$ cat src/rtl/char_lcd_four_bit_sequencer_top_assert.svh
// assertion macros used by the lcd4_seq module
`ifndef CHAR_LCD_FOUR_BIT_SEQUENCER_TOP_ASSERT_SVH
`define CHAR_LCD_FOUR_BIT_SEQUENCER_TOP_ASSERT_SVH

// same-cycle implication, checked out of reset
`define LCD4_ASSERT_SAME(label, ante, cons, msg) \
    label: assert property (@(posedge i_clk) disable iff (!i_rst_n) (ante) |-> (cons)) \
        else $error(msg);

// next-cycle implication, checked out of reset
`define LCD4_ASSERT_NEXT(label, ante, cons, msg) \
    label: assert property (@(posedge i_clk) disable iff (!i_rst_n) (ante) |=> (cons)) \
        else $error(msg);

`endif

$ cat src/rtl/lcd4_pkg.sv
// shared types, constants and helpers for the 4-bit lcd sequencer
package lcd4_pkg;

    localparam int HOLD_W  = 17;
    localparam int PULSE_W = 8;
    localparam int PC_W    = 6;

    localparam logic [PC_W-1:0] PC_INIT = 6'd0;
    localparam logic [PC_W-1:0] PC_BYTE = 6'd38;
    localparam logic [PC_W-1:0] PC_LAST = 6'd42;

    localparam logic [HOLD_W-1:0] WAIT_FIRST_US = 17'd10000;
    localparam logic [HOLD_W-1:0] WAIT_RESET_US = 17'd200;
    localparam logic [HOLD_W-1:0] WAIT_MODE_US  = 17'd80;

    localparam logic [HOLD_W-1:0]  RST_POWERUP_US = 17'd100000;
    localparam logic [HOLD_W-1:0]  RST_COMMAND_US = 17'd80;
    localparam logic [HOLD_W-1:0]  RST_GOTO_US    = 17'd100;
    localparam logic [PULSE_W-1:0] RST_PULSE_US   = 8'd1;

    typedef enum logic [1:0] {
        CFG_POWERUP = 2'd0,
        CFG_COMMAND = 2'd1,
        CFG_GOTO    = 2'd2,
        CFG_PULSE   = 2'd3
    } t_cfg_idx;

    typedef enum logic [1:0] {
        CMD_INIT  = 2'd0,
        CMD_INSTR = 2'd1,
        CMD_DATA  = 2'd2,
        CMD_GOTO  = 2'd3
    } t_cmd;

    typedef enum logic [1:0] {
        NIB_KEEP,
        NIB_LIT,
        NIB_HI,
        NIB_LO
    } t_nib_sel;

    typedef enum logic [2:0] {
        HOLD_POWERUP,
        HOLD_PULSE,
        HOLD_CMD,
        HOLD_REQ,
        HOLD_FIRST,
        HOLD_RESET,
        HOLD_MODE
    } t_hold_sel;

    // one microcode control word
    typedef struct packed {
        logic      enable;
        t_nib_sel  nib_sel;
        logic [3:0] nib_lit;
        t_hold_sel hold_sel;
        logic      last;
    } t_uword;

    // request decoded at accept time
    typedef struct packed {
        logic              rs;
        logic [7:0]        byte_val;
        logic [HOLD_W-1:0] wait_us;
        logic [PC_W-1:0]   start_pc;
    } t_req;

    typedef struct packed {
        logic [HOLD_W-1:0]  powerup_us;
        logic [HOLD_W-1:0]  command_us;
        logic [PULSE_W-1:0] pulse_us;
    } t_cfg;

    function automatic logic [7:0] row_base(input logic [1:0] sel);
        logic [7:0] b;
        case (sel)
            2'd0:    b = 8'h80;
            2'd1:    b = 8'hC0;
            2'd2:    b = 8'h94;
            default: b = 8'hD4;
        endcase
        return b;
    endfunction

endpackage

$ cat src/rtl/lcd4_ucode_rom.sv
// microcode program: init run at step 0, shared byte routine at the byte entry
module lcd4_ucode_rom (
    input  logic [lcd4_pkg::PC_W-1:0] i_pc,
    output lcd4_pkg::t_uword          o_uword
);
    import lcd4_pkg::*;

    function automatic t_uword uw(input logic en, input t_nib_sel ns, input logic [3:0] lit,
                                  input t_hold_sel hs, input logic lst);
        t_uword w;
        w.enable   = en;
        w.nib_sel  = ns;
        w.nib_lit  = lit;
        w.hold_sel = hs;
        w.last     = lst;
        return w;
    endfunction

    always_comb begin
        unique case (i_pc)
            // power-up settle, data lines keep their old levels
            6'd0:  o_uword = uw(1'b0, NIB_KEEP, 4'h0, HOLD_POWERUP, 1'b0);
            // three reset nibbles and the switch to 4-bit mode
            6'd1:  o_uword = uw(1'b1, NIB_LIT,  4'h3, HOLD_PULSE,   1'b0);
            6'd2:  o_uword = uw(1'b0, NIB_KEEP, 4'h0, HOLD_PULSE,   1'b0);
            6'd3:  o_uword = uw(1'b0, NIB_KEEP, 4'h0, HOLD_FIRST,   1'b0);
            6'd4:  o_uword = uw(1'b1, NIB_LIT,  4'h3, HOLD_PULSE,   1'b0);
            6'd5:  o_uword = uw(1'b0, NIB_KEEP, 4'h0, HOLD_PULSE,   1'b0);
            6'd6:  o_uword = uw(1'b0, NIB_KEEP, 4'h0, HOLD_RESET,   1'b0);
            6'd7:  o_uword = uw(1'b1, NIB_LIT,  4'h3, HOLD_PULSE,   1'b0);
            6'd8:  o_uword = uw(1'b0, NIB_KEEP, 4'h0, HOLD_PULSE,   1'b0);
            6'd9:  o_uword = uw(1'b0, NIB_KEEP, 4'h0, HOLD_RESET,   1'b0);
            6'd10: o_uword = uw(1'b1, NIB_LIT,  4'h2, HOLD_PULSE,   1'b0);
            6'd11: o_uword = uw(1'b0, NIB_KEEP, 4'h0, HOLD_PULSE,   1'b0);
            6'd12: o_uword = uw(1'b0, NIB_KEEP, 4'h0, HOLD_MODE,    1'b0);
            // function set 0x28
            6'd13: o_uword = uw(1'b1, NIB_LIT,  4'h2, HOLD_PULSE,   1'b0);
            6'd14: o_uword = uw(1'b0, NIB_KEEP, 4'h0, HOLD_PULSE,   1'b0);
            6'd15: o_uword = uw(1'b1, NIB_LIT,  4'h8, HOLD_PULSE,   1'b0);
            6'd16: o_uword = uw(1'b0, NIB_KEEP, 4'h0, HOLD_PULSE,   1'b0);
            6'd17: o_uword = uw(1'b0, NIB_KEEP, 4'h0, HOLD_CMD,     1'b0);
            // display off 0x08
            6'd18: o_uword = uw(1'b1, NIB_LIT,  4'h0, HOLD_PULSE,   1'b0);
            6'd19: o_uword = uw(1'b0, NIB_KEEP, 4'h0, HOLD_PULSE,   1'b0);
            6'd20: o_uword = uw(1'b1, NIB_LIT,  4'h8, HOLD_PULSE,   1'b0);
            6'd21: o_uword = uw(1'b0, NIB_KEEP, 4'h0, HOLD_PULSE,   1'b0);
            6'd22: o_uword = uw(1'b0, NIB_KEEP, 4'h0, HOLD_CMD,     1'b0);
            // clear 0x01
            6'd23: o_uword = uw(1'b1, NIB_LIT,  4'h0, HOLD_PULSE,   1'b0);
            6'd24: o_uword = uw(1'b0, NIB_KEEP, 4'h0, HOLD_PULSE,   1'b0);
            6'd25: o_uword = uw(1'b1, NIB_LIT,  4'h1, HOLD_PULSE,   1'b0);
            6'd26: o_uword = uw(1'b0, NIB_KEEP, 4'h0, HOLD_PULSE,   1'b0);
            6'd27: o_uword = uw(1'b0, NIB_KEEP, 4'h0, HOLD_CMD,     1'b0);
            // entry mode 0x06
            6'd28: o_uword = uw(1'b1, NIB_LIT,  4'h0, HOLD_PULSE,   1'b0);
            6'd29: o_uword = uw(1'b0, NIB_KEEP, 4'h0, HOLD_PULSE,   1'b0);
            6'd30: o_uword = uw(1'b1, NIB_LIT,  4'h6, HOLD_PULSE,   1'b0);
            6'd31: o_uword = uw(1'b0, NIB_KEEP, 4'h0, HOLD_PULSE,   1'b0);
            6'd32: o_uword = uw(1'b0, NIB_KEEP, 4'h0, HOLD_CMD,     1'b0);
            // display on 0x0c
            6'd33: o_uword = uw(1'b1, NIB_LIT,  4'h0, HOLD_PULSE,   1'b0);
            6'd34: o_uword = uw(1'b0, NIB_KEEP, 4'h0, HOLD_PULSE,   1'b0);
            6'd35: o_uword = uw(1'b1, NIB_LIT,  4'hC, HOLD_PULSE,   1'b0);
            6'd36: o_uword = uw(1'b0, NIB_KEEP, 4'h0, HOLD_PULSE,   1'b0);
            6'd37: o_uword = uw(1'b0, NIB_KEEP, 4'h0, HOLD_CMD,     1'b1);
            // byte routine for instruction, data and cursor requests
            6'd38: o_uword = uw(1'b1, NIB_HI,   4'h0, HOLD_PULSE,   1'b0);
            6'd39: o_uword = uw(1'b0, NIB_KEEP, 4'h0, HOLD_PULSE,   1'b0);
            6'd40: o_uword = uw(1'b1, NIB_LO,   4'h0, HOLD_PULSE,   1'b0);
            6'd41: o_uword = uw(1'b0, NIB_KEEP, 4'h0, HOLD_PULSE,   1'b0);
            6'd42: o_uword = uw(1'b0, NIB_KEEP, 4'h0, HOLD_REQ,     1'b1);
            default: o_uword = uw(1'b0, NIB_KEEP, 4'h0, HOLD_PULSE, 1'b1);
        endcase
    end

endmodule

$ cat src/rtl/lcd4_seq.sv
// step counter, pin latches and output word register driven by the microcode
`include "char_lcd_four_bit_sequencer_top_assert.svh"

module lcd4_seq (
    input  logic                          i_clk,
    input  logic                          i_rst_n,
    input  logic                          i_in_valid,
    output logic                          o_in_ready,
    input  lcd4_pkg::t_req                i_req,
    input  lcd4_pkg::t_cfg                i_cfg,
    output logic [lcd4_pkg::PC_W-1:0]     o_pc,
    input  lcd4_pkg::t_uword              i_uword,
    output logic                          o_out_valid,
    input  logic                          i_out_ready,
    output logic                          o_reg_select,
    output logic                          o_read_write,
    output logic                          o_enable,
    output logic [3:0]                    o_data_nibble,
    output logic [lcd4_pkg::HOLD_W-1:0]   o_hold_us,
    output logic                          o_last
);
    import lcd4_pkg::*;

    logic              r_busy;
    logic [PC_W-1:0]   r_pc;
    logic              r_sel;
    logic [3:0]        r_nib;
    logic [7:0]        r_byte;
    logic [HOLD_W-1:0] r_wait;
    logic              r_out_valid;
    logic              r_out_sel;
    logic              r_out_en;
    logic [3:0]        r_out_nib;
    logic [HOLD_W-1:0] r_out_hold;
    logic              r_out_last;

    logic              w_accept;
    logic              w_load;
    logic [3:0]        n_nib;
    logic [HOLD_W-1:0] n_hold;

    assign o_in_ready = !r_busy;
    assign w_accept   = i_in_valid && !r_busy;
    // while busy, a step retires whenever the output register is free or being emptied
    assign w_load     = r_busy && (!r_out_valid || i_out_ready);
    assign o_pc       = r_pc;

    always_comb begin
        case (i_uword.nib_sel)
            NIB_LIT: n_nib = i_uword.nib_lit;
            NIB_HI:  n_nib = r_byte[7:4];
            NIB_LO:  n_nib = r_byte[3:0];
            default: n_nib = r_nib;
        endcase
    end

    always_comb begin
        case (i_uword.hold_sel)
            HOLD_POWERUP: n_hold = i_cfg.powerup_us;
            HOLD_CMD:     n_hold = i_cfg.command_us;
            HOLD_REQ:     n_hold = r_wait;
            HOLD_FIRST:   n_hold = WAIT_FIRST_US;
            HOLD_RESET:   n_hold = WAIT_RESET_US;
            HOLD_MODE:    n_hold = WAIT_MODE_US;
            default:      n_hold = {{(HOLD_W-PULSE_W){1'b0}}, i_cfg.pulse_us};
        endcase
    end

    always_ff @(posedge i_clk) begin
        if (!i_rst_n) begin
            r_busy      <= 1'b0;
            r_pc        <= PC_INIT;
            r_sel       <= 1'b0;
            r_nib       <= 4'h0;
            r_out_valid <= 1'b0;
        end else begin
            if (w_accept) begin
                r_busy <= 1'b1;
                r_pc   <= i_req.start_pc;
                r_sel  <= i_req.rs;
            end
            if (w_load) begin
                r_nib       <= n_nib;
                r_out_valid <= 1'b1;
                if (i_uword.last) begin
                    r_busy <= 1'b0;
                end else begin
                    r_pc <= r_pc + 1'b1;
                end
            end else if (i_out_ready) begin
                r_out_valid <= 1'b0;
            end
        end
    end

    always_ff @(posedge i_clk) begin
        if (w_accept) begin
            r_byte <= i_req.byte_val;
            r_wait <= i_req.wait_us;
        end
        if (w_load) begin
            r_out_sel  <= r_sel;
            r_out_en   <= i_uword.enable;
            r_out_nib  <= n_nib;
            r_out_hold <= n_hold;
            r_out_last <= i_uword.last;
        end
    end

    assign o_out_valid   = r_out_valid;
    assign o_reg_select  = r_out_sel;
    assign o_read_write  = 1'b0;
    assign o_enable      = r_out_en;
    assign o_data_nibble = r_out_nib;
    assign o_hold_us     = r_out_hold;
    assign o_last        = r_out_last;

    `LCD4_ASSERT_NEXT(a_accept_starts, w_accept, r_busy && (r_pc == PC_INIT || r_pc == PC_BYTE), "accept did not start a program")
    `LCD4_ASSERT_NEXT(a_last_ends, w_load && i_uword.last, !r_busy && r_out_valid && r_out_last, "last step did not end the run")
    `LCD4_ASSERT_SAME(a_pc_range, r_busy, r_pc <= PC_LAST, "step counter ran past the program")
    `LCD4_ASSERT_SAME(a_pulse_hold, r_out_valid && r_out_en, r_out_hold == {{(HOLD_W-PULSE_W){1'b0}}, i_cfg.pulse_us}, "enable pulse held wrong time")

endmodule

$ cat src/rtl/char_lcd_four_bit_sequencer_top.sv
// 4-bit character lcd sequencer: config registers, request decode, microcoded sequencer
// an accepted request word is latched first, then its first pin event is loaded into the output register
// throughput: one event per cycle from the microcode step counter while i_out_ready holds; init runs 38 steps,
//   instruction, data and cursor requests run 5 steps of the shared byte routine
// the next request can be accepted in the cycle after the last step is loaded into the output register
// reset (synchronous, active low) clears the sequencer, the rs and data-line latches
//   and loads the default wait and pulse times
module char_lcd_four_bit_sequencer_top (
    input  logic                        i_clk,
    input  logic                        i_rst_n,
    input  logic                        i_cfg_we,
    input  logic [1:0]                  i_cfg_index,
    input  logic [lcd4_pkg::HOLD_W-1:0] i_cfg_data,
    input  logic                        i_in_valid,
    output logic                        o_in_ready,
    input  logic [1:0]                  i_command,
    input  logic [7:0]                  i_value,
    input  logic [5:0]                  i_column,
    input  logic [2:0]                  i_row,
    output logic                        o_out_valid,
    input  logic                        i_out_ready,
    output logic                        o_reg_select,
    output logic                        o_read_write,
    output logic                        o_enable,
    output logic [3:0]                  o_data_nibble,
    output logic [lcd4_pkg::HOLD_W-1:0] o_hold_us,
    output logic                        o_last
);
    import lcd4_pkg::*;

    logic [HOLD_W-1:0]  r_powerup_us;
    logic [HOLD_W-1:0]  r_command_us;
    logic [HOLD_W-1:0]  r_goto_us;
    logic [PULSE_W-1:0] r_pulse_us;

    t_cfg            w_cfg;
    t_req            w_req;
    t_uword          w_uword;
    logic [PC_W-1:0] w_pc;
    logic [1:0]      w_row_sel;
    logic [7:0]      w_goto_addr;

    always_ff @(posedge i_clk) begin
        if (!i_rst_n) begin
            r_powerup_us <= RST_POWERUP_US;
            r_command_us <= RST_COMMAND_US;
            r_goto_us    <= RST_GOTO_US;
            r_pulse_us   <= RST_PULSE_US;
        end else if (i_cfg_we) begin
            unique case (t_cfg_idx'(i_cfg_index))
                CFG_POWERUP: r_powerup_us <= i_cfg_data;
                CFG_COMMAND: r_command_us <= i_cfg_data;
                CFG_GOTO:    r_goto_us    <= i_cfg_data;
                CFG_PULSE:   r_pulse_us   <= i_cfg_data[PULSE_W-1:0];
                default:     ;
            endcase
        end
    end

    assign w_cfg.powerup_us = r_powerup_us;
    assign w_cfg.command_us = r_command_us;
    assign w_cfg.pulse_us   = r_pulse_us;

    // row counts from one, only the low two bits pick the ddram base
    assign w_row_sel   = i_row[1:0] - 2'd1;
    assign w_goto_addr = row_base(w_row_sel) + {2'b00, i_column} - 8'd1;

    always_comb begin
        w_req.rs       = 1'b0;
        w_req.byte_val = i_value;
        w_req.wait_us  = r_command_us;
        w_req.start_pc = PC_BYTE;
        unique case (t_cmd'(i_command))
            CMD_INIT:  w_req.start_pc = PC_INIT;
            CMD_INSTR: w_req.rs = 1'b0;
            CMD_DATA:  w_req.rs = 1'b1;
            CMD_GOTO: begin
                w_req.byte_val = w_goto_addr;
                w_req.wait_us  = r_goto_us;
            end
            default:   w_req.rs = 1'b0;
        endcase
    end

    lcd4_ucode_rom u_rom (
        .i_pc    (w_pc),
        .o_uword (w_uword)
    );

    lcd4_seq u_seq (
        .i_clk         (i_clk),
        .i_rst_n       (i_rst_n),
        .i_in_valid    (i_in_valid),
        .o_in_ready    (o_in_ready),
        .i_req         (w_req),
        .i_cfg         (w_cfg),
        .o_pc          (w_pc),
        .i_uword       (w_uword),
        .o_out_valid   (o_out_valid),
        .i_out_ready   (i_out_ready),
        .o_reg_select  (o_reg_select),
        .o_read_write  (o_read_write),
        .o_enable      (o_enable),
        .o_data_nibble (o_data_nibble),
        .o_hold_us     (o_hold_us),
        .o_last        (o_last)
    );

endmodule
$ cat config.mk
export PLATFORM = sky130hd
export DESIGN_NAME = char_lcd_four_bit_sequencer_top
export DESIGN_NICKNAME = d
export VERILOG_FILES = /design/src/rtl/lcd4_pkg.sv /design/src/rtl/lcd4_ucode_rom.sv /design/src/rtl/lcd4_seq.sv /design/src/rtl/char_lcd_four_bit_sequencer_top.sv
export VERILOG_INCLUDE_DIRS = /design/src /design/src/rtl
export SDC_FILE = /design/constraint.sdc
export NUM_CORES = 1
export LEC_CHECK = 0
export ABC_CLOCK_PERIOD_IN_PS = 2950
export BUFFER_PORTS_ARGS = -buffer_cell sky130_fd_sc_hd__buf_2
export CAP_MARGIN = 20
export CORE_ASPECT_RATIO = 2
export CORE_MARGIN = 8
export CORE_UTILIZATION = 50
export DETAILED_ROUTE_END_ITERATION = 6
export HOLD_SLACK_MARGIN = 0.05
export PLACE_DENSITY = 0.72
export SKIP_CTS_REPAIR_TIMING = 1
export SLEW_MARGIN = 20
export SYNTH_ARGS = -nofsm -noshare
export SYNTH_HDL_FRONTEND = slang
export SYNTH_SLANG_ARGS = --single-unit
$ cat constraint.sdc
create_clock -name i_clk -period 2.95 [get_ports i_clk]
set_input_delay 0.1475 -clock i_clk [delete_from_list [all_inputs] [get_ports i_clk]]
set_output_delay 0.1475 -clock i_clk [all_outputs]
set_load 0.02 [all_outputs]
Word-level counts from Yosys, hierarchy flattened
Memory sizes are Yosys's and may differ from the RTL's. A register that Yosys moved wholly into a read port is not among the register bits.
Cells that the tools add are included.
Word-level totals
  bits in registers: 121
  ROM bits: 704
  input bits: 43
  memories kept: 1
Cells by class
  add/sub/neg operators: 4
  eq/ne operators: 15
  mux-type cells: 15
  reductions and logical operators: 14
Memories
  (name not given): depth 64, width 11, rd ports 1, clocked after Yosys merged registers in 1, write ports 0, line lcd4_ucode_rom.sv:20  | unique case (i_pc)
Operators with widths (number)
  $pmux W17 S6: 1
  $mux W6: 5
  $mux W25: 1
  $pmux W7 S3: 1
  $eq A2 B2 Y1 const B: 7
  $pmux W4 S3: 1
  $eq A3 B3 Y1 const B: 3
  $add A8 B6 Y8: 1
  $reduce_and A2 Y1: 4
  $sub A8 B1 Y8 const B: 1
  $add A6 B1 Y6 const B: 1
  $eq A2 B1 Y1 const B: 3
  $eq A3 B2 Y1 const B: 2
  $logic_not A2 Y1: 3
  $mux W1: 6
  $logic_not A3 Y1: 1
  $logic_and A1 B1 Y1: 2
  $logic_not A1 Y1: 2
  $reduce_bool A2 Y1: 1
  $sub A2 B1 Y2 const B: 1
  $logic_or A1 B1 Y1: 1

Logic depth before layout (Yosys ltp)
Gate-level depths: netlist of run 1.
  word-level depth: 6
  mapped depth: 11
  depth with buffers taken out: 11

Cells and area by module
Synthesis of run 1 repeated with hierarchy kept, for this count alone.
Second synthesis, totals
  cells, all modules: 630
  area, all modules: 6195.9 um2
Modules (own cells, without submodules)
  char_lcd_four_bit_sequencer_top: times used 1, cells an instance 341, area each 2850.2 um2
  lcd4_seq: times used 1, cells an instance 212, area each 2786.4 um2
  lcd4_ucode_rom: times used 1, cells an instance 77, area each 559.3 um2

Worst setup path before layout of run 1
OpenSTA, ideal clock, no wires.
  kind: reg-to-reg
  start point: register u_seq.r_busy
  end point: register u_rom.o_uword[1] (netlist name)
  library setup time: 0.079 ns
  arrival: 2.755 ns
  data required time: 2.871 ns
  path slack: 0.116 ns
  cell stages (with the launch flop): 10
  period minus slack after synthesis: 2.834 ns
  cell sequence: dfxtp_1 -> nand2b_1 -> inv_1 -> o221a_2 -> o21ai_0 -> inv_1 -> ha_1 -> mux2_2 -> a221o_1 -> o211ai_1
On the way
  cells in the longest elaborated chain, start to end: 6
  elaborated cells between the ends (all ways): 7
RTL lines
  from (decl): line lcd4_seq.sv:24  | logic r_busy;
  from (signal assigned): line lcd4_seq.sv:71  | r_busy <= 1'b0;
  from (signal assigned): line lcd4_seq.sv:78  | r_busy <= 1'b1;
  from (signal assigned): line lcd4_seq.sv:86  | r_busy <= 1'b0;
  $logic_not A1 Y1 *: line lcd4_seq.sv:43  | assign w_accept = i_in_valid && !r_busy;
  $logic_and A1 B1 Y1 *: line lcd4_seq.sv:43
  named net u_seq.w_accept: line lcd4_seq.sv:37  | logic w_accept;
  $mux W6 *: line lcd4_seq.sv:77  | if (w_accept) begin
  $mux W6: line lcd4_seq.sv:85  | if (i_uword.last) begin
  $mux W6 *: line lcd4_seq.sv:82  | if (w_load) begin
  $mux W6 (no source line) *
Mark *: on every way through the listed nets, which the timed path passes. The rest lies on a longest branch.
A chain may end at the register's enable or synchronous reset.

Worst setup path after layout of run 1
  start point: register u_seq.r_out_valid (netlist: u_seq.o_out_valid)
  end point: register u_rom.o_uword[8] (netlist name)
On the way
  cells in the longest elaborated chain, start to end: 5
RTL lines
  from (decl): line lcd4_seq.sv:30  | logic r_out_valid;
  from (signal assigned): line lcd4_seq.sv:75  | r_out_valid <= 1'b0;
  from (signal assigned): line lcd4_seq.sv:84  | r_out_valid <= 1'b1;
  from (signal assigned): line lcd4_seq.sv:91  | r_out_valid <= 1'b0;
  $logic_not A1 Y1: line lcd4_seq.sv:45  | assign w_load = r_busy && (!r_out_valid || i_out_ready);
  $logic_or A1 B1 Y1: line lcd4_seq.sv:45
  $logic_and A1 B1 Y1: line lcd4_seq.sv:45
  $mux W6: line lcd4_seq.sv:82
  $mux W6 (no source line)
Every way passes these cells.

==> impl_metrics.toml, run 1 <==
[setup_path]
path_class = "reg2reg"
worstPathRequired_ns = 3.26
crit_path_max_fanout = 7
r2r-start = "u_seq.o_out_valid$_SDFFE_PN0P_"
endpoint_kind = "flip-flop"
crit_start = "u_seq.o_out_valid$_SDFFE_PN0P_"
start_kind = "flip-flop"
cp.arrival_ns = 2.96

[synth]
synthAdderAreaFrac = 0.03290
syn_nets = 717
synth_top_family_by_area = "simple AND/OR/NAND/NOR gates"
synth_area_mm2 = 0.006314
synth_compound_area_frac = 0.1647
syn_inst = 658
postSynth.asyncResetShare = 0
synth-simple-area-share = 0.1698
yosysUniqueCellTypes = 67
synth_xor_area_frac = 0.009711
synth_edf_count = 49
seq_area_frac_synth = 0.4962
yosys_warnings = 0
synth_mux_area_frac = 0.08700
syn_area_per_cell_um2 = 9.595
synth-seq-cells = 132
synth-main-ff-cell = "dfxtp_1"

[power_and_ir_drop]
p_total_mw = 4.975
power_density_mw_per_mm2 = 650.9
power.leakage_nw = 3.065
ir_drop_mv = 0.5063

[timing]
finalCriticalPeriod_ns = 2.644
tightest_slew_ns = 0.9149
period_share = 0.8963
slew_violations = 0
rsz0062_at_grt = "no"
setup-tns-final_ns = 0
hold_viol = 0
max-slew-margin-rel = 0.3892
fin_skew_ns = 0.01193
setup_viol = 0
fmax_mhz = 378.2

[clock_tree]
insertion_delay_ns = 0.42
htreeDepth = 4
path_clk_slew_ns = 0.07
cts_buffers = 17
cts.sinks = 132
cts_max_path_buffers = 2
cts-root-buf = "clkbuf_16"
cts_tree = "built"

[layout]
drive_above_1_share = 0.1997
n_antenna_cell = 0
fin_nets = 807
area_growth_pct = 21.07
multi_input_area_mm2 = 0.002939
final.fill_count = 1070
register_area_mm2 = 0.003133
stdcell_area_mm2 = 0.007644

[route]
drc = 0
wl_per_cell_um = 17.62
num_vias = 5181
routed_wl_um = 16050
antenna_left = 0
viasPerCell = 5.687
drt_iter0_drc = 305
first_pass_iters = 6

[place]
place_congestion = 0.8604
place_area_mm2 = 0.006798
dp_hpwl_um = 11060
portBuffers = 67

[die]
ios = 70
core_mm2 = 0.01248
die_w_um = 95.46
fp-row-count = 58
die_y_um = 174.9
initial_core_util = 0.5058
dieArea_mm2 = 0.01670

[flow_run]
cap_violations = 0

[global_routing]
grt_pass1_wl_um = 25620
gr-total-overflow = 0
first_global_vias = 5174
antenna_found_initial = 0
grt_max_degree = 57
grt_usage = 0.1988

[min_path]
hp-class = "in2reg"
min_from = "i_value[6]"

[outcome]
status = "finished, final reports clean"
-- registers in the layout, indices dropped and copies added, names as in the netlist, 6 cells and up --
signal,count
r_powerup_us,17
u_seq.r_wait,17
u_seq.r_byte,8
u_seq.o_pc,6
r_goto_us,17
u_rom.o_uword,11
u_seq.o_hold_us,17
r_pulse_us,8
r_command_us,17
-- layout by cell type (no fill, tap or decap), types with 5 or more instances in the layout --
master,n
dlygate4sd3_1,25
inv_1,24
inv_6,6
nor2_1,31
mux2i_1,20
a21oi_1,19
a211oi_1,5
dfxtp_1,83
edfxtp_1,49
clkbuf_16,17
nand2_1,153
nor2b_1,6
ha_1,15
buf_4,13
mux2_2,21
nand3_1,19
nand2b_1,7
buf_2,67
o21ai_0,25
o22ai_1,10
a21boi_0,54
and3_1,6
-- metrics by stage --
stage                     setup WS (ns)  hold slack, ns  utilization  std cells
after floorplan                  0.1157          0.2715            -        658
after global placement           0.3397          0.3986       0.5446        854
after detailed placement         0.1697          0.4102       0.5446        854
after CTS                        0.3091        -0.03131       0.5923        886
after global routing             0.1077         0.05800       0.6124        911
final                            0.3060         0.03241       0.6124        911
-- final cells by class --
type	instances	area share
clock inverters	15	0.02226
repair buffers	105	0.08938
multi-input cells	464	0.3845
well taps	150	0.02455
clock buffers	17	0.05566
inverters	28	0.01375
flip-flops and latches	132	0.4099
-- kinds of logic after synthesis --
group,Yosys count
multiplexers,46
XOR/XNOR,7
AO/OA/AOI/OAI,150
other,1
flip-flops,132
buffers and inverters,62
adder cells (fa/ha/maj),16
AND/OR/NAND/NOR,244
-- per-layer routing --
layer,GRT usage,up-vias,share of wire
li1,-,2495,-
met1,0.2020,2487,0.37
met2,0.3535,158,0.55
met3,0.04299,41,0.046
met4,0.1188,0,0.040
met5,0,-,0
-- cell usage after synthesis (2+ instances only) --
| cell | count | share of area |
|---|---|---|
| xnor2_1 | 3 | 0.0042 |
| and3_1 | 6 | 0.0059 |
| nor2_1 | 31 | 0.018 |
| clkbuf_1 | 26 | 0.015 |
| nand2b_1 | 7 | 0.0069 |
| a211oi_1 | 5 | 0.0059 |
| xor2_1 | 4 | 0.0055 |
| mux2i_1 | 20 | 0.032 |
| nand2_1 | 153 | 0.091 |
| nor4_1 | 4 | 0.0040 |
| nor3b_1 | 2 | 0.0024 |
| dfxtp_1 | 83 | 0.26 |
| a21o_1 | 2 | 0.0024 |
| o21ai_1 | 4 | 0.0032 |
| buf_1 | 4 | 0.0024 |
| o211a_1 | 2 | 0.0032 |
| or2_2 | 3 | 0.0030 |
| ha_1 | 15 | 0.030 |
| mux2_2 | 21 | 0.037 |
| a31oi_1 | 3 | 0.0030 |
| a21oi_1 | 19 | 0.015 |
| buf_2 | 2 | 0.0016 |
| o32ai_1 | 2 | 0.0028 |
| inv_2 | 3 | 0.0018 |
| nand3_1 | 19 | 0.015 |
| nand3b_1 | 2 | 0.0024 |
| a21boi_0 | 54 | 0.064 |
| nor3_1 | 2 | 0.0016 |
| nor2b_1 | 6 | 0.0059 |
| inv_1 | 24 | 0.014 |
| o221ai_1 | 4 | 0.0055 |
| a221o_1 | 2 | 0.0032 |
| a211o_1 | 2 | 0.0028 |
| o21ai_0 | 25 | 0.020 |
| o22ai_1 | 10 | 0.0099 |
| mux4_2 | 4 | 0.014 |
| o211ai_1 | 2 | 0.0024 |
| edfxtp_1 | 49 | 0.23 |
-- power by group --
part | switching (mW) | internal [mW]
registers | 0.0868 | 2.03
clock network | 0.853 | 1.27
logic | 0.440 | 0.301
-- critical path, cell delays in order (launching register included) --
cell,delay [ns]
dfxtp_1,0.32
nor2b_1,0.13
buf_4,0.16
o211a_1,0.21
nor3_1,0.39
nor2b_1,0.19
inv_1,0.16
ha_1,0.34
mux2i_1,0.15
o22a_1,0.22
o221ai_1,0.27
-- worst paths after layout --
| kind | slack [ns] | end | cells past startpoint |
|---|---|---|---|
| worst min register to register | 0.42 | u_seq.o_enable$_DFFE_PN_ | 0 |
| worst max register to register | 0.31 | u_rom.o_uword[8]$_DFF_P_ | 10 |
| worst max-delay path | 0.31 | u_rom.o_uword[8]$_DFF_P_ | 10 |
| worst min-delay path | 0.03 | u_seq.r_byte[6]$_DFFE_PP_ | 3 |
Power figures use the tool's default switching activity.
==> run 2, diff against run 1 <==
--- a/config.mk
+++ b/config.mk
@@ -6,7 +6,7 @@
 export SDC_FILE = /design/constraint.sdc
 export NUM_CORES = 1
 export LEC_CHECK = 0
-export ABC_CLOCK_PERIOD_IN_PS = 2950
+export ABC_CLOCK_PERIOD_IN_PS = 2840
 export BUFFER_PORTS_ARGS = -buffer_cell sky130_fd_sc_hd__buf_2
 export CAP_MARGIN = 20
 export CORE_ASPECT_RATIO = 2
@@ -14,7 +14,7 @@
 export CORE_UTILIZATION = 50
 export DETAILED_ROUTE_END_ITERATION = 6
 export HOLD_SLACK_MARGIN = 0.05
-export PLACE_DENSITY = 0.72
+export PLACE_DENSITY = 0.7
 export SKIP_CTS_REPAIR_TIMING = 1
 export SLEW_MARGIN = 20
 export SYNTH_ARGS = -nofsm -noshare
==> constraint.sdc (replaced) <==
create_clock -name i_clk -period 2.84 [get_ports i_clk]
set_input_delay 0.142 -clock i_clk [delete_from_list [all_inputs] [get_ports i_clk]]
set_output_delay 0.142 -clock i_clk [all_outputs]
set_load 0.02 [all_outputs]
==> run 2 against run 1 <==
  * Clock skew grew 0.00093 ns
  * Sequential share of layout area shrank 0.31 points
  * Combinational power grew 8.9%
  * Utilization grew 0.46 points
  * Critical path type unchanged
  * Critical endpoint is now u_rom.o_uword[5]$_SDFF_PP0_
  * Largest cell class unchanged
  * Largest power group unchanged
==> impl_metrics.toml, run 2 (synthesized netlist as in run 1, its figures left out) <==
[min_path]
hp-class = "in2reg"

[route]
wl_per_cell_um = 17.91
first_pass_iters = 5
viasPerCell = 5.638
drc = 0
antenna_left = 0
routed_wl_um = 16390
drt_iter0_drc = 261
num_vias = 5159

[timing]
fmax_mhz = 385.6
finalCriticalPeriod_ns = 2.593
max-slew-margin-rel = 0.3342
period_share = 0.9131
fin_skew_ns = 0.01286
hold-worst-slack_ns = 0.04598
setup-tns-final_ns = 0
tightest_slew_ns = 0.9957
slew_violations = 0
setup_viol = 0
hold_viol = 0
rsz0062_at_grt = "no"

[setup_path]
start_kind = "flip-flop"
path_class = "reg2reg"
endpoint = "u_rom.o_uword[5]$_SDFF_PP0_"
r2r-end = "u_rom.o_uword[5]$_SDFF_PP0_"
crit_start = "u_seq.o_out_valid$_SDFFE_PN0P_"
cp.arrival_ns = 2.84
endpoint_kind = "flip-flop"
worstPathRequired_ns = 3.09
rrSetupSlack_ns = 0.25
crit_path_max_fanout = 7
r2r-start = "u_seq.o_out_valid$_SDFFE_PN0P_"
reg2reg_depth = 9

[power_and_ir_drop]
clockPowerShare = 0.435
switching_share = 0.2732
power.leakage_nw = 3.097
power.internal_mw = 3.829
p_sw_mw = 1.439
p_seq_frac = 0.412
ir_drop_mv = 0.5893
power_density_mw_per_mm2 = 684.1
p_comb_frac = 0.153

[layout]
area_growth_pct = 21.98
post-route-util = 0.6170
fin_nets = 811
drive_above_1_share = 0.2052
layout_commonest_cell = "nand2_1"
n_antenna_cell = 0
final_cell_mix = "nand2_1 (153), dfxtp_1 (83), buf_2 (67)"
final_cells = 915
stdcell_area_mm2 = 0.007701

[place]
numPlacedInstances = 858
place_area_mm2 = 0.006828
place_congestion = 0.9679
dp_hpwl_um = 11240
portBuffers = 67

[clock_tree]
path_clk_slew_ns = 0.07
cts.sinks = 132
cts-root-buf = "clkbuf_16"
insertion_delay_ns = 0.42
cts_max_path_buffers = 2
cts_tree = "built"
htreeDepth = 4
cts_buffers = 17

[global_routing]
first_global_vias = 5271
grt_usage = 0.2019
grt_pass1_wl_um = 26120
gr-total-overflow = 0
antenna_found_initial = 0
grt_max_degree = 53

[outcome]
status = "finished, final reports clean"

[die]
dieArea_mm2 = 0.01670
initial_core_util = 0.5058
fp-row-count = 58
core_mm2 = 0.01248
ios = 70
die_y_um = 174.9
die_w_um = 95.46

[flow_run]
cap_violations = 0
==> run 2: stage by stage <==
step	worst slack [ns]	total power [mW]
after global placement	0.2578	2.969
after floorplan	0.005737	2.727
final	0.2467	5.268
after global routing	0.08690	5.480
after CTS	0.1829	5.268
after detailed placement	0.1775	2.987
==> run 2: critical path: stages (launching register included) <==
cell and delay, ns:
dfxtp_1 0.34, nor2b_1 0.26, buf_4 0.21, o221a_2 0.18, o21ai_0 0.07, buf_4 0.20
inv_1 0.10, ha_1 0.33, nand2_1 0.17, o32ai_1 0.55
==> run 2: worst min path at each step <==
| stage | start | endpoint | slack [ns] | cells after the start |
|---|---|---|---|---|
| finish | i_cfg_data[7] | r_powerup_us[7]$_SDFFE_PN1P_ | 0.05 | 3 |
| CTS | i_cfg_data[10] | r_powerup_us[10]$_SDFFE_PN1P_ | -0.04 | 3 |
| detailed placement | i_cfg_data[10] | r_powerup_us[10]$_SDFFE_PN1P_ | 0.40 | 3 |
| global route | i_cfg_data[7] | r_goto_us[7]$_SDFFE_PN0P_ | 0.05 | 3 |
| floorplan | i_cfg_data[4] | r_command_us[4]$_SDFFE_PN1P_ | 0.27 | 2 |
| global placement | i_cfg_data[16] | r_powerup_us[16]$_SDFFE_PN1P_ | 0.39 | 3 |
==> run 2: area by class of cell <==
| type | count | area (um^2) |
|---|---|---|
| Fill cell | 1034 | 4781 |
| Tap cell | 150 | 187.7 |
| Sequential cell | 132 | 3133 |
| Inverter | 28 | 105.1 |
| Clock buffer | 17 | 425.4 |
| Multi-Input combinational cell | 464 | 2942 |
| Clock inverter | 15 | 195.2 |
| Timing Repair Buffer | 109 | 713.2 |
==> run 2: per-layer routing <==
metal | GRT usage | part of all wire | routed length, um | vias up
li1 | - | - | - | 2501
met4 | 0.09813 | 0.030 | 497 | 0
met1 | 0.2043 | 0.36 | 5862 | 2472
met2 | 0.3723 | 0.56 | 9237 | 156
met5 | 0 | 0 | 0 | -
met3 | 0.04041 | 0.048 | 787 | 30
==> run 2: power by group through the flow <==
stage / sequential (mW) / clock (mW) / combinational, mW
2_1_floorplan: 2.24 / 0 / 0.490
4_1_cts: 2.17 / 2.32 / 0.781
5_1_grt: 2.18 / 2.41 / 0.887
6_report: 2.17 / 2.29 / 0.807
3_5_place_dp: 2.21 / 0 / 0.778
3_3_place_gp: 2.20 / 0 / 0.765
